===== src/hdl/bipm_pkg.sv =====
// shared types and codes for the buffer index pool manager
`default_nettype none
package bipm_pkg;

	// command codes on the input word
	localparam logic [1:0] CMD_PUT     = 2'd0;
	localparam logic [1:0] CMD_RECYCLE = 2'd1;
	localparam logic [1:0] CMD_DRAIN   = 2'd2;

	// classified operations handed from front to back
	localparam logic [1:0] OP_PUT   = 2'd0;
	localparam logic [1:0] OP_REC   = 2'd1;
	localparam logic [1:0] OP_DRAIN = 2'd2;
	localparam logic [1:0] OP_BAD   = 2'd3;

	// result status codes
	localparam logic [2:0] RC_OK         = 3'd0;
	localparam logic [2:0] RC_NO_IDLE    = 3'd1;
	localparam logic [2:0] RC_NOT_INUSE  = 3'd2;
	localparam logic [2:0] RC_IDLE_FULL  = 3'd3;
	localparam logic [2:0] RC_READY_FULL = 3'd4;
	localparam logic [2:0] RC_RANGE      = 3'd5;

	localparam logic [6:0] COUNT_MAX = 7'd127;

	// classified command
	typedef struct packed {
		logic [1:0] op;
		logic [3:0] q;
		logic [9:0] idx;
		logic       list_last;
	} bipm_cmd_t;

	// one result word
	typedef struct packed {
		logic [2:0] status;
		logic [9:0] index;
		logic       index_valid;
		logic       alarm;
		logic       wake;
		logic       last;
	} bipm_res_t;

endpackage
`default_nettype wire


===== src/hdl/bipm_front.sv =====
// front end: accepts command words, classifies them, two-entry queue
`default_nettype none
module bipm_front #(
	parameter int NUM_QUEUES  = 4,
	parameter int QUEUE_DEPTH = 256
) (
	input  wire logic              clk,
	input  wire logic              arst_n,
	input  wire logic              en,
	input  wire logic              in_valid,
	output logic                   in_stall,
	input  wire logic [1:0]        cmd,
	input  wire logic [1:0]        queue_sel,
	input  wire logic [9:0]        index_in,
	input  wire logic              list_last,
	output logic                   cq_valid,
	output bipm_pkg::bipm_cmd_t    cq,
	input  wire logic              cq_take
);
	import bipm_pkg::*;

	localparam int POOL = NUM_QUEUES * QUEUE_DEPTH;

	bipm_cmd_t  ent_q [2];
	logic       wp_q;
	logic       rp_q;
	logic [1:0] cnt_q;
	bipm_cmd_t  cls;
	logic [3:0] owner;
	logic       push;
	logic       pop;

	// owning queue of a recycled index
	always_comb begin
		owner = 4'd0;
		for (int k = 1; k < NUM_QUEUES; k++) begin
			if (int'(index_in) >= k * QUEUE_DEPTH) begin
				owner = 4'(k);
			end
		end
	end

	// classify the incoming word
	always_comb begin
		cls.q         = 4'(queue_sel);
		cls.idx       = index_in;
		cls.list_last = list_last;
		case (cmd)
			CMD_PUT: begin
				cls.op = (int'(queue_sel) < NUM_QUEUES) ? OP_PUT : OP_BAD;
			end
			CMD_RECYCLE: begin
				cls.op = (int'(index_in) < POOL) ? OP_REC : OP_BAD;
				cls.q  = owner;
			end
			CMD_DRAIN: begin
				cls.op = OP_DRAIN;
			end
			default: begin
				cls.op = OP_BAD;
			end
		endcase
	end

	assign in_stall = !en || (cnt_q == 2'd2);
	assign push     = in_valid && !in_stall;
	assign pop      = cq_take && cq_valid;
	assign cq_valid = (cnt_q != 2'd0);
	assign cq       = ent_q[rp_q];

	// command queue storage
	always_ff @(posedge clk) begin
		if (push) begin
			ent_q[wp_q] <= cls;
		end
	end

	// queue pointers
	always_ff @(posedge clk or negedge arst_n) begin
		if (!arst_n) begin
			wp_q  <= 1'b0;
			rp_q  <= 1'b0;
			cnt_q <= 2'd0;
		end else begin
			if (push) wp_q <= !wp_q;
			if (pop) rp_q <= !rp_q;
			cnt_q <= cnt_q + 2'(push) - 2'(pop);
		end
	end
endmodule
`default_nettype wire


===== config.mk =====
export PLATFORM = sky130hd
export DESIGN_NAME = bipm_front
export DESIGN_NICKNAME = d
export VERILOG_FILES = /design/src/hdl/bipm_pkg.sv /design/src/hdl/bipm_front.sv
export SDC_FILE = /design/constraint.sdc
export NUM_CORES = 1
export LEC_CHECK = 0
export ABC_AREA = 1
export ABC_CLOCK_PERIOD_IN_PS = 2900
export BUFFER_PORTS_ARGS = -buffer_cell sky130_fd_sc_hd__buf_2
export CORE_MARGIN = 1
export CORE_UTILIZATION = 50
export CTS_CLUSTER_SIZE = 16
export DETAILED_ROUTE_END_ITERATION = 7
export HOLD_SLACK_MARGIN = 0.05
export MAX_ROUTING_LAYER = met4
export PLACE_DENSITY = 0.77
export SLEW_MARGIN = 5
export SYNTH_ARGS = -nofsm -noshare
export SYNTH_HDL_FRONTEND = slang
export SYNTH_SLANG_ARGS = --single-unit

===== constraint.sdc =====
create_clock -name clk -period 2.9 [get_ports clk]
set_input_delay 0.29 -clock clk [delete_from_list [all_inputs] [get_ports clk]]
set_output_delay 0.29 -clock clk [all_outputs]
set_load 0.005 [all_outputs]

## Word-level counts from Yosys, hierarchy flattened

Memory sizes are Yosys's and may differ from the RTL's.
Index checks and enable logic that the tools add are counted.

- Logic and storage cells: 28
- Memories: 1
- Flip-flop bits (word level): 4
- Bits in writable memories: 34

Memory list:

| name | words | width | read ports | clocked after memory_dff | wr ports | RTL line | text |
|---|---|---|---|---|---|---|---|
| ent_q | 2 | 17 | 1 | 0 | 1 | bipm_front.sv:24 | `bipm_cmd_t ent_q [2];` |

- Reduce and logical (&&, ||, !) cells: 9
- Add/sub/neg operators: 2
- Mux-type cells: 7
- Eq/ne operators: 3
- Order comparisons: 3

Operators with widths:

| operator | number |
|---|---|
| 10-bit greater-or-equal comparator, second input constant | 2 |
| 10-bit by 9-bit greater-or-equal comparator with 1-bit output, second input constant | 1 |
| 4-bit two-way mux | 2 |
| 2-bit one-hot mux with 3 select lines | 1 |
| 2-bit == test, second input constant | 2 |
| 1-bit zero test | 4 |
| 1-bit two-way mux | 3 |
| 2-bit by 1-bit adder with 2-bit output | 1 |
| 2-bit by 1-bit == test with 1-bit output, second input constant | 1 |
| 1-bit logical AND | 2 |
| 2-bit zero test | 1 |
| 2-bit two-way mux | 1 |
| 2-bit nonzero test | 1 |
| 2-bit by 1-bit subtractor with 2-bit output | 1 |
| 1-bit logical OR | 1 |

## Depth between registers and ports, before layout

- Depth in word-level cells: 6
- Depth in mapped cells: 10

## Worst setup path after synthesis

OpenSTA, ideal clock, no wires.

- Kind: register to register
- Start point: register cnt_q[1]
- End point: memory ent_q[1][0] (netlist name), enable pin
- Data arrival time: 1.243 ns
- Required time: 2.514 ns
- Cell stages (with the launch flop): 4
- Buffers on the path: 0
- Slack: 1.270 ns
- Cell sequence: dfrtp_1 > nand2_1 > nand3_1 > nor2_1

- Word-level cells in the longest chain between the ends: 6

Ends and longest elaborated chain:

| item | RTL line | text |
|---|---|---|
| from (decl) | bipm_front.sv:27 | `logic [1:0] cnt_q;` |
| from (signal assigned) | bipm_front.sv:87 | `cnt_q <= cnt_q + 2'(push) - 2'(pop);` |
| 2-bit == test | bipm_front.sv:65 | `assign in_stall = !en \|\| (cnt_q == 2'd2);` |
| 1-bit logical OR | bipm_front.sv:65 |  |
| 1-bit zero test | bipm_front.sv:66 | `assign push = in_valid && !in_stall;` |
| 1-bit logical AND | bipm_front.sv:66 |  |
| 1-bit two-way mux | bipm_front.sv:73 | `if (push) begin` |
| 1-bit two-way mux (not written as such) | bipm_front.sv:74 | `ent_q[wp_q] <= cls;` |
| to (decl) | bipm_front.sv:24 |  |

Every way passes these cells.

==> results by group <==
Clock tree
  – Post_cts resized: 0
  – TritonCTS Sinks: 34
  – H-tree levels: 2
  – Root buf cell: clkbuf_4
  – TritonCTS Buffers: 5
  – Clk buf depth: 2
  – CTS tree: yes
  – Clock Latency Late Sink: 320 ps
  – Clk slew on worst S/H paths: 90 ps

Critical path
  – Crit path from: rp_q
  – WP data arrival: 1530 ps
  – Kind of critical path: register to primary output
  – Element type at the critical path start: register
  – Crit Path Max Fanout: 17
  – Crit-path max cell delay: 770 ps
  – Buffers plus inverters on the worst setup path: 2
  – Crit path max-delay family: flip-flops
  – Element type at the critical path end: primary output
  – CP max-delay cell: dfrtp_1
  – CP dominant cell by count: nand2_1
  – Worst r2r src: cnt_q[1]
  – WP data required: 2610 ps
  – Worst path cell trace: inv_6 -> nand2_1 -> nand2_1 -> buf_2

Logic synthesis
  – Synth warnings: 0
  – Post-Syn Instances: 124
  – Number of synthesized register bits: 34
  – Sequential fraction of the synthesis area: 70.5%
  – Distinct cell type count after synthesis: 15
  – Mapped Area: 1420 um^2
  – Synth Area per Inst: 11.4 um^2

GRT
  – Antenna violations before repair: 0
  – Global router's overall resource usage: 17.6%
  – Gr busiest metal: met2
  – Routing usage on met1: 19.6%
  – GR Util met3: 7.96%
  – Met2 GRT Util: 27.4%
  – Vias in the first global route: 827
  – Total global routing overflow: 0
  – Largest net degree at the start of global routing: 18
  – First-pass GRT wire length: 3800 um

Placed design
  – Routability cong.: 0.776
  – Count of input and output buffers: 36
  – Placement Cell Area: 1580 um^2
  – Post-detail-place hpwl: 1630 um

Final layout
  – Area Overhead vs Synth: 15.7%
  – N_diodes: 0
  – Nets: 185
  – Final core occ: 63.9%
  – Commonest non-fill, non-tap cell in the layout: nand2_1
  – Most frequent cells in the layout: nand2_1, buf_2, edfxtp_1
  – Layout cell share with drive strength beyond 1: 28.7%
  – Design Area, Final: 1640 um^2
  – FILL cells: 216

STA
  – Pins Over Slew Limit: 0
  – Setup TNS after final layout: 0 ps
  – Final setup fails: 0
  – Slew @ Worst Pin: 655 ps
  – Final hold violations: 0
  – Clk_skew: 7.01 ps
  – RSZ-0062 raised after global routing: false
  – Maximum operating frequency: 548 MHz
  – Crit path time final: 1820 ps
  – Headroom to the max-slew limit: 56.3%
  – Final period util: 62.9%

Detailed routing
  – 1st-iter DRT viols: 21
  – Routed via count: 925
  – Residual DRC: 0
  – Drt total wl: 2300 um
  – Antenna-violating nets left: 0
  – DRT Pass-1 Iters: 4
  – Via density: 4.77
  – Post-DR wirelength/cell: 11.8 um

Die
  – Num rows: 18
  – Chip Width: 55.3 um
  – Initial Util: 55.3%
  – Height of the die: 55.3 um
  – CORE AREA: 2570 um^2
  – Io pins: 39
  – Die area: 3050 um^2

Flow run
  – Max_cap viols: 0

Pwr
  – Peak supply drop: 0.000507 V
  – Final Power: 1.32 mW
  – Power per cell area: 804 nW/um^2
  – Leak: 0.777 nW

Hold path
  – Critical hold path startpoint: index_in[2]
  – Hold Crit Class: primary input to register

Outcome
  – Status: finished, final reports clean
-- cell type report --
| class | instances | area [um^2] | share of cell area [%] |
|---|---|---|---|
| repair buffers | 38 | 198 | 12.0 |
| clock buffers | 5 | 37.5 | 2.29 |
| clock inverters | 3 | 11.3 | 0.686 |
| flip-flops and latches | 34 | 1000 | 61.0 |
| well taps | 30 | 37.5 | 2.29 |
| inverters | 10 | 42.5 | 2.59 |
| multi-input cells | 74 | 314 | 19.1 |
-- stage by stage --
stage	setup WS, ps	instances	hold slack (ps)
2_1_floorplan	1270	125	-5.59
3_3_place_gp	1450	185	95.4
3_5_place_dp	1420	185	100
4_1_cts	1050	194	140
5_1_grt	939	194	126
6_report	1080	194	155
-- power breakdown --
| part | leakage (nW) | internal (mW) | switching, mW |
|---|---|---|---|
| Clock | 0.0277 | 0.0862 | 0.139 |
| Sequential | 0.322 | 0.621 | 0.0664 |
| Combinational | 0.427 | 0.167 | 0.240 |
| Total | 0.777 | 0.874 | 0.446 |
-- worst reg2reg max path: stages, from the launching register on --
cell and delay, ps:
dfrtp_1 410, nand2_1 110, nand4_1 110, inv_1 460
-- state kept, by name, summed over array words and instances (netlist names) --
signal,flops
cnt_q,2
ent_q,30
rp_q,1
wp_q,1
-- per-layer routing --
layer,vias up,share of wire [%]
met5,-,0
met2,32,52
met3,4,6.4
met4,0,1.6
li1,474,-
met1,415,40
-- cells by family (layout without fill, tap and decap cells) --
logic type,after synthesis,after routing,share of synthesized area [%]
simple gates,70,70,19.8
flops,34,34,70.5
buf+inv,17,56,7.58
fa+ha+maj,2,2,1.76
other cells,1,2,0.264
-- what timing repair did --
| item | CTS | global route |
|---|---|---|
| setup endpoints to repair | 0 | 0 |
| setup buffers | 0 | 0 |
| hold buffers | 1 | 0 |
| endpoints found under the hold margin | 4 | 0 |
-- path summary, 6_finish.rpt --
kind                       depth (start not counted)  slack (ps)           to
max                                                4        1080        cq[9]
min                                                1         150  ent_q[0][3]
max reg2reg                                        3        1440  ent_q[0][9]
min reg2reg                                        1         530     cnt_q[0]
max in group asynchronous                          2        2470     cnt_q[1]
min in group asynchronous                          2         320         wp_q
-- synth_stat cells (all sizes together) --
cell     n  share of area, %
nand4    1              0.44
clkbuf   2              0.53
nor2     1              0.26
edfxtp  30                63
inv     10               3.0
ha       2               1.8
dfrtp    4               7.1
conb     1              0.26
buf      5               4.1
nand2   63                17
nand3    5               1.8
(Power assumes the default switching activity.)
